### src/mbss_pkg.sv
package mbss_pkg;

    localparam int MAX_PATTERN_DEF = 16;
    localparam int OFFSET_BITS_DEF = 32;

    localparam int BYTE_W      = 8;
    localparam int PAT_WORD_W  = 64;
    localparam int WILD_W      = 16;
    localparam int LEN_W       = 5;
    localparam int CFG_IDX_W   = 2;
    localparam int CFG_DATA_W  = 64;
    localparam int OFFSET_OUT_W = 32;
    localparam int QUEUE_DEPTH = 2;

    // configuration register indexes
    localparam logic [CFG_IDX_W-1:0] REG_PAT_LO = 2'd0;
    localparam logic [CFG_IDX_W-1:0] REG_PAT_HI = 2'd1;
    localparam logic [CFG_IDX_W-1:0] REG_WILD   = 2'd2;
    localparam logic [CFG_IDX_W-1:0] REG_LEN    = 2'd3;

    typedef struct packed {
        logic                    found;
        logic [OFFSET_OUT_W-1:0] offset;
    } t_result;

endpackage

### src/mbss_front.sv
module mbss_front #(
    parameter int MAX_PATTERN = mbss_pkg::MAX_PATTERN_DEF,
    parameter int OFFSET_BITS = mbss_pkg::OFFSET_BITS_DEF
) (
    input  logic                              i_clk,
    input  logic                              i_rst_n,
    input  logic                              i_cfg_we,
    input  logic [mbss_pkg::CFG_IDX_W-1:0]    i_cfg_idx,
    input  logic [mbss_pkg::CFG_DATA_W-1:0]   i_cfg_data,
    input  logic                              i_valid,
    input  logic [mbss_pkg::BYTE_W-1:0]       i_data,
    input  logic                              i_last,
    output logic                              o_ready,
    input  logic                              i_q_full,
    output logic                              o_push,
    output mbss_pkg::t_result                 o_result
);
    import mbss_pkg::*;

    localparam int AW = (MAX_PATTERN > 1) ? $clog2(MAX_PATTERN) : 1;

    logic [PAT_WORD_W-1:0]  r_pat_lo;
    logic [PAT_WORD_W-1:0]  r_pat_hi;
    logic [WILD_W-1:0]      r_wild;
    logic [LEN_W-1:0]       r_len;
    logic [BYTE_W-1:0]      r_window [MAX_PATTERN];
    logic [BYTE_W-1:0]      n_window [MAX_PATTERN];
    logic [OFFSET_BITS-1:0] r_pos;
    logic [OFFSET_BITS-1:0] n_pos;
    logic                   r_reported;
    logic                   n_reported;

    logic [2*PAT_WORD_W-1:0] pat_all;
    logic [LEN_W-1:0]        eff_len;
    logic [LEN_W-1:0]        len_m1;
    logic                    win_match;
    logic                    len_ok;
    logic                    hit_now;
    logic                    acc;
    logic [OFFSET_BITS-1:0]  diff;
    logic [OFFSET_OUT_W-1:0] off_out;

    assign pat_all = {r_pat_hi, r_pat_lo};
    assign o_ready = !i_q_full;
    assign acc     = i_valid && o_ready;

    always_ff @(posedge i_clk) begin
        if (!i_rst_n) begin
            r_pat_lo <= '0;
            r_pat_hi <= '0;
            r_wild   <= '0;
            r_len    <= LEN_W'(1);
        end else if (i_cfg_we) begin
            unique case (i_cfg_idx)
                REG_PAT_LO: r_pat_lo <= i_cfg_data;
                REG_PAT_HI: r_pat_hi <= i_cfg_data;
                REG_WILD:   r_wild   <= i_cfg_data[WILD_W-1:0];
                REG_LEN:    r_len    <= i_cfg_data[LEN_W-1:0];
                default:    ;
            endcase
        end
    end

    always_comb begin
        priority if (r_len == '0) begin
            eff_len = LEN_W'(1);
        end else if (r_len > LEN_W'(MAX_PATTERN)) begin
            eff_len = LEN_W'(MAX_PATTERN);
        end else begin
            eff_len = r_len;
        end
    end
    assign len_m1 = eff_len - LEN_W'(1);

    // newest byte at slot 0
    always_comb begin
        n_window[0] = i_data;
        for (int k = 1; k < MAX_PATTERN; k++) begin
            n_window[k] = r_window[k-1];
        end
    end

    // pattern byte i lines up with the byte that arrived len-1-i steps ago
    always_comb begin
        logic [LEN_W-1:0] age;
        win_match = 1'b1;
        for (int i = 0; i < MAX_PATTERN; i++) begin
            age = len_m1 - LEN_W'(i);
            if (LEN_W'(i) <= len_m1 && !r_wild[i] &&
                n_window[age[AW-1:0]] != pat_all[BYTE_W*i +: BYTE_W]) begin
                win_match = 1'b0;
            end
        end
    end

    assign len_ok  = r_pos >= OFFSET_BITS'(len_m1);
    assign hit_now = len_ok && win_match;
    assign diff    = r_pos - OFFSET_BITS'(len_m1);

    generate
        if (OFFSET_BITS >= OFFSET_OUT_W) begin : g_trunc
            assign off_out = diff[OFFSET_OUT_W-1:0];
        end else begin : g_ext
            assign off_out = OFFSET_OUT_W'(diff);
        end
    endgenerate

    assign o_push          = acc && !r_reported && (hit_now || i_last);
    assign o_result.found  = hit_now;
    assign o_result.offset = hit_now ? off_out : '0;

    always_comb begin
        n_pos      = r_pos;
        n_reported = r_reported;
        if (acc) begin
            if (i_last) begin
                n_pos      = '0;
                n_reported = 1'b0;
            end else begin
                if (r_pos != '1) begin
                    n_pos = r_pos + OFFSET_BITS'(1);
                end
                if (hit_now) begin
                    n_reported = 1'b1;
                end
            end
        end
    end

    always_ff @(posedge i_clk) begin
        if (!i_rst_n) begin
            r_pos      <= '0;
            r_reported <= 1'b0;
        end else begin
            r_pos      <= n_pos;
            r_reported <= n_reported;
        end
    end

    // window needs no reset: only bytes of the current region are ever compared
    always_ff @(posedge i_clk) begin
        if (acc) begin
            r_window <= n_window;
        end
    end

`ifndef ASSERT_OFF
    a_latch_after_hit: assert property (@(posedge i_clk) disable iff (!i_rst_n)
        (acc && hit_now && !i_last) |=> r_reported)
        else $error("match latch not set after a hit");

    a_region_clear: assert property (@(posedge i_clk) disable iff (!i_rst_n)
        (acc && i_last) |=> (r_pos == '0 && !r_reported))
        else $error("region state not cleared after last byte");
`endif

endmodule

### src/mbss_queue.sv
module mbss_queue #(
    parameter int DEPTH = mbss_pkg::QUEUE_DEPTH
) (
    input  logic              i_clk,
    input  logic              i_rst_n,
    input  logic              i_push,
    input  mbss_pkg::t_result i_result,
    output logic              o_full,
    output logic              o_valid,
    input  logic              i_ready,
    output mbss_pkg::t_result o_result
);
    import mbss_pkg::*;

    localparam int QAW = (DEPTH > 1) ? $clog2(DEPTH) : 1;

    t_result        r_mem [DEPTH];
    logic [QAW-1:0] r_wr;
    logic [QAW-1:0] r_rd;
    logic [QAW:0]   r_cnt;
    logic           pop;
    logic           wr_en;

    assign o_full   = r_cnt == (QAW+1)'(DEPTH);
    assign o_valid  = r_cnt != '0;
    assign o_result = r_mem[r_rd];
    assign pop      = o_valid && i_ready;
    assign wr_en    = i_push && !o_full;

    always_ff @(posedge i_clk) begin
        if (!i_rst_n) begin
            r_wr  <= '0;
            r_rd  <= '0;
            r_cnt <= '0;
        end else begin
            if (wr_en) begin
                r_wr <= (r_wr == QAW'(DEPTH - 1)) ? '0 : r_wr + QAW'(1);
            end
            if (pop) begin
                r_rd <= (r_rd == QAW'(DEPTH - 1)) ? '0 : r_rd + QAW'(1);
            end
            unique case ({wr_en, pop})
                2'b10:   r_cnt <= r_cnt + (QAW+1)'(1);
                2'b01:   r_cnt <= r_cnt - (QAW+1)'(1);
                default: r_cnt <= r_cnt;
            endcase
        end
    end

    always_ff @(posedge i_clk) begin
        if (wr_en) begin
            r_mem[r_wr] <= i_result;
        end
    end

`ifndef ASSERT_OFF
    a_no_overflow: assert property (@(posedge i_clk) disable iff (!i_rst_n)
        i_push |-> !o_full)
        else $error("result pushed into full queue");

    a_pop_count: assert property (@(posedge i_clk) disable iff (!i_rst_n)
        (pop && !wr_en) |=> (r_cnt == $past(r_cnt) - (QAW+1)'(1)))
        else $error("queue count wrong after pop");
`endif

endmodule

### src/masked_byte_signature_scan.sv
// Channel   Dir  tdata                    tuser          tlast
// s_axis    in   [7:0] data_byte          -              last_byte
// m_axis    out  [31:0] match_offset      [0] found      -
// cfg       in   i_cfg_idx / i_cfg_data   -              -
//
// One byte per cycle while the result queue is not full; the whole window
// compare and the position update run in the cycle the byte is taken, and a
// result, when one is due, enters a two-entry queue ahead of m_axis.
// Synchronous active-low reset clears position, match latch and queue.
// s_axis stalls only while the result queue is full.
module masked_byte_signature_scan #(
    parameter int MAX_PATTERN = mbss_pkg::MAX_PATTERN_DEF,
    parameter int OFFSET_BITS = mbss_pkg::OFFSET_BITS_DEF
) (
    input  logic                              i_clk,
    input  logic                              i_rst_n,
    input  logic                              i_cfg_we,
    input  logic [mbss_pkg::CFG_IDX_W-1:0]    i_cfg_idx,
    input  logic [mbss_pkg::CFG_DATA_W-1:0]   i_cfg_data,
    input  logic                              i_s_axis_tvalid,
    output logic                              o_s_axis_tready,
    input  logic [mbss_pkg::BYTE_W-1:0]       i_s_axis_tdata,  // [7:0] data_byte
    input  logic                              i_s_axis_tlast,
    output logic                              o_m_axis_tvalid,
    input  logic                              i_m_axis_tready,
    output logic [mbss_pkg::OFFSET_OUT_W-1:0] o_m_axis_tdata,  // [31:0] match_offset
    output logic [0:0]                        o_m_axis_tuser   // [0] found
);
    import mbss_pkg::*;

    logic    q_full;
    logic    push;
    t_result front_res;
    t_result back_res;

    mbss_front #(
        .MAX_PATTERN (MAX_PATTERN),
        .OFFSET_BITS (OFFSET_BITS)
    ) u_front (
        .i_clk      (i_clk),
        .i_rst_n    (i_rst_n),
        .i_cfg_we   (i_cfg_we),
        .i_cfg_idx  (i_cfg_idx),
        .i_cfg_data (i_cfg_data),
        .i_valid    (i_s_axis_tvalid),
        .i_data     (i_s_axis_tdata),
        .i_last     (i_s_axis_tlast),
        .o_ready    (o_s_axis_tready),
        .i_q_full   (q_full),
        .o_push     (push),
        .o_result   (front_res)
    );

    mbss_queue #(
        .DEPTH (QUEUE_DEPTH)
    ) u_queue (
        .i_clk    (i_clk),
        .i_rst_n  (i_rst_n),
        .i_push   (push),
        .i_result (front_res),
        .o_full   (q_full),
        .o_valid  (o_m_axis_tvalid),
        .i_ready  (i_m_axis_tready),
        .o_result (back_res)
    );

    assign o_m_axis_tdata    = back_res.offset;
    assign o_m_axis_tuser[0] = back_res.found;

endmodule
### config.mk
export PLATFORM = sky130hd
export DESIGN_NAME = masked_byte_signature_scan
export DESIGN_NICKNAME = d
export VERILOG_FILES = /design/src/mbss_pkg.sv /design/src/mbss_front.sv /design/src/mbss_queue.sv /design/src/masked_byte_signature_scan.sv
export SDC_FILE = /design/constraint.sdc
export NUM_CORES = 1
export LEC_CHECK = 0
export BUFFER_PORTS_ARGS = -buffer_cell sky130_fd_sc_hd__buf_2
export CELL_PAD_IN_SITES_DETAIL_PLACEMENT = 0
export CELL_PAD_IN_SITES_GLOBAL_PLACEMENT = 1
export CORE_MARGIN = 2
export CORE_UTILIZATION = 30
export DETAILED_ROUTE_END_ITERATION = 8
export GPL_ROUTABILITY_DRIVEN = 1
export PLACE_DENSITY_LB_ADDON = 0.3
export SYNTH_ARGS = -nofsm -noshare
export SYNTH_HDL_FRONTEND = slang
export SYNTH_SLANG_ARGS = --single-unit
export TNS_END_PERCENT = 30
### constraint.sdc
create_clock -name i_clk -period 17 [get_ports i_clk]
set_input_delay 0.85 -clock i_clk [delete_from_list [all_inputs] [get_ports i_clk]]
set_output_delay 0.85 -clock i_clk [all_outputs]
set_load 0.01 [all_outputs]
==> summary.md <==
| Metric | Value |
|---|---|
| Status | `finished clean` |
| Largest net degree at the start of global routing | `83` |
| Die Span X | `288 um` |
| Placement Rows | `103` |
| Wire per inst | `24.7 um` |
| I/O pins | `115` |
| Critical Path Fanout Max | `67` |
| Setup crit end kind | `flop` |
| Routed WL | `85,500 um` |
| Area leader, netlist | `edfxtp_1` |
| Global-route wire length before repair | `126,000 um` |
| Worst-skew pair later-pin latency | `620 ps` |
| Final std cells w/o fill | `3,467` |
| Post-synthesis sequential area ratio | `38.7%` |
| Setup TNS | `0 ps` |
| Die area | `0.0827 mm^2` |
| Initial Util | `30.4%` |
| Req. time, crit path | `17,230 ps` |
| Top cell type's share of synthesized area | `23.2%` |
| VDD IR max | `0.0000679 V` |
| Core area | `0.0793 mm^2` |
| Gr ovfl total | `0` |
| Ys Warns | `0` |
| DP Cell Count | `3,380` |
| Post-CTS Setup Inserts | `0` |
| Pleak | `9.65 nW` |
| Total track usage | `20.3%` |
| CTS Sinks | `373` |
| Synth unique cells | `84` |
| Final setup fails | `0` |
| Initial antenna violation count | `1` |
| CP bufs+invs | `6` |
| Vias in the first global route | `18.4k` |
| CTS root buffer | `clkbuf_16` |
| Tmin final | `9010 ps` |
| Chip height | `288 um` |
| Sw power | `1.01 mW` |
| Worst-path clk slew | `60 ps` |
| DRC | `0` |
| Most frequent cell after synthesis | `nand2_1` |
| Relative slew slack | `10.1%` |
| # fillers | `8,051` |
| Nets | `2,478` |
| GPL Wtd Cong | `0.883` |
| Gate Count Post-Synth | `2,357` |
| Post-route ant nets | `0` |
| Delay-heaviest family, CP | `simple AND/OR/NAND/NOR gates` |
| Switching part of the total | `33.7%` |
| Ys flop type | `dfxtp_1` |
| Pwr Density | `111 mW/mm^2` |
| Startpoint types | `flop` |
| DP Area | `0.0256 mm^2` |
| Post_cts resized | `0` |
| Multi-input logic area | `0.0140 mm^2` |
| Hold Fails Final Rpt | `0` |
| Vias after detailed routing | `19.5k` |
| Hold_buf cts | `0` |
| Iteration-0 DRC Markers | `1,981` |
| DP Wirelength | `61,700 um` |
| Crit path DAT | `9240 ps` |
| Most frequent cells after synthesis | `nand2_1, dfxtp_1, edfxtp_1` |
| Number of max-cap violations | `0` |
| Clk pwr share | `32.8%` |
| Slowest stage delay, CP | `1260 ps` |
| Slowest CP cell | `nand2_1` |
| Top cells by area, synth | `edfxtp_1, dfxtp_1, mux4_2` |
| Worst Hold Class | `flop to flop` |
| H-tree depth | `2` |
| Crit share post-route | `53.0%` |
| IO buf count | `114` |
| Synth Cell Area | `0.0241 mm^2` |
| Crit path kind | `flop to flop` |
| Number of vias per cell | `5.61` |
| DR pass1 iterations | `5` |
| Sequential group share of total power | `38.6%` |
| Worst-Margin Slew | `1340 ps` |
| Share of cells above drive strength 1 | `19.7%` |
| Seq. cell area | `0.00933 mm^2` |
| CTS max path bufs | `3` |
| Syn Area/Cell | `10.2 um^2` |
| Most frequent CP cell | `buf_4` |
| Mapped Nets | `2,458` |
| Int Pwr | `1.99 mW` |
| Fin. max-slew vios | `0` |
| CTS Buf Count | `44` |
| Layout Skew | `49.1 ps` |
| Final instance area | `0.0271 mm^2` |
| TritonCTS clock tree | `done` |
| Logic pwr share | `28.6%` |
| Synth Register Bits | `373` |
| CP Cell Sequence | `buf_4 > nand2b_1 > nand2_8 > inv_2 > ha_1 > xnor2_2 > buf_4 > inv_2 > ha_1 > inv_1 > nand3_1 > nand2_1 > a211oi_1 > o21ai_0 > nand4_1 > nor4_1 > o32ai_1 > nor4_2 > nand2b_1 > buf_4 > a21oi_4` |
| RSZ-0062 raised after global routing | `false` |
| Post-synth ARST share | `0%` |
| Fmax | `0.111 GHz` |
| Syn-to-layout area delta | `12.2%` |
| Post-synth EDFFs | `186` |
-- cells in the final DEF, fill, tap and decap left out, types with 26 or more instances in the layout --
| cell type | count |
|---|---|
| nand3_1 | 41 |
| dfxtp_1 | 185 |
| mux2i_1 | 96 |
| mux2_2 | 67 |
| or3_1 | 32 |
| nor3_1 | 26 |
| nor2_1 | 98 |
| buf_4 | 35 |
| edfxtp_1 | 186 |
| a21oi_1 | 44 |
| xnor2_1 | 98 |
| and3_1 | 53 |
| a211oi_1 | 40 |
| inv_1 | 27 |
| a21boi_0 | 150 |
| xor2_1 | 67 |
| nand2_1 | 438 |
| buf_2 | 113 |
| nand4_1 | 31 |
| o21ai_0 | 57 |
| clkbuf_16 | 44 |
| mux4_2 | 153 |
-- worst paths after layout --
check / from / endpoint / slack [ps] / cells after the start
setup / recovery: u_front.r_len[4] / u_queue.r_mem[1][9] / 7990 / 21
hold / removal: u_front.r_wild[8] / u_front.r_wild[8] / 470 / 2
setup reg to reg: u_front.r_len[4] / u_queue.r_mem[1][9] / 7990 / 21
hold reg to reg: u_front.r_wild[8] / u_front.r_wild[8] / 470 / 2
-- cells by family after synthesis --
kind of cell / share of synthesized area, %
simple gates: 15.6
compound gates: 13.2
flops: 38.7
mux: 21.4
buf+inv: 3.70
xor+xnor: 6.16
fa+ha+maj: 1.24
-- stage by stage --
stage,hold WS (ps),utilization (%),setup WS [ps],power [mW]
3_3_place_gp,456,32.3,8380,2.02
6_report,469,34.1,7990,3.00
2_1_floorplan,440,-,9470,1.72
5_1_grt,499,34.1,7150,3.13
4_1_cts,474,34.1,7990,3.02
3_5_place_dp,464,32.3,8010,2.03
-- layout make-up --
| class | count | area share (%) |
|---|---|---|
| inverters | 34 | 0.481 |
| multi-input cells | 1775 | 51.6 |
| diodes | 5 | 0.0462 |
| clock buffers | 57 | 4.43 |
| clock inverters | 24 | 1.04 |
| well taps | 1050 | 4.85 |
| repair buffers | 149 | 3.08 |
| flip-flops and latches | 373 | 34.5 |
-- routing by layer --
metal	global-route usage [%]	vias up	routed length [um]
met5	0	-	10
met1	27.6	9793	36800
met3	3.44	120	5910
li1	-	8813	-
met4	5.90	2	2510
met2	32.9	729	40300
-- tightest hold or removal path, delay by kind of cell, from the launching register on --
kind               cells  cell delay [ps]
AOI/OAI and AO/OA      1               60
and+or+nand+nor        1               50
DFF                    1              310
-- sequential cells by signal (all words and copies together), names as in the netlist, named ones only --
| register | cells |
|---|---|
| u_front.r_pos | 32 |
| u_queue.r_cnt | 2 |
| u_queue.r_wr | 1 |
| u_front.r_len | 5 |
| u_front.r_wild | 16 |
| u_queue.r_mem | 66 |
| u_front.n_window | 120 |
| u_front.r_pat_lo | 64 |
| u_queue.r_rd | 1 |
| u_front.r_pat_hi | 64 |
| u_front.r_reported | 1 |
-- power groups by stage --
stage	combinational [mW]	clock [mW]	sequential, mW
floorplan	0.585	0	1.13
global placement	0.850	0	1.17
detailed placement	0.855	0	1.17
CTS	0.859	1.01	1.15
global route	0.916	1.04	1.17
finish	0.858	0.983	1.16
No activity file was read; power rests on OpenSTA's default activity.
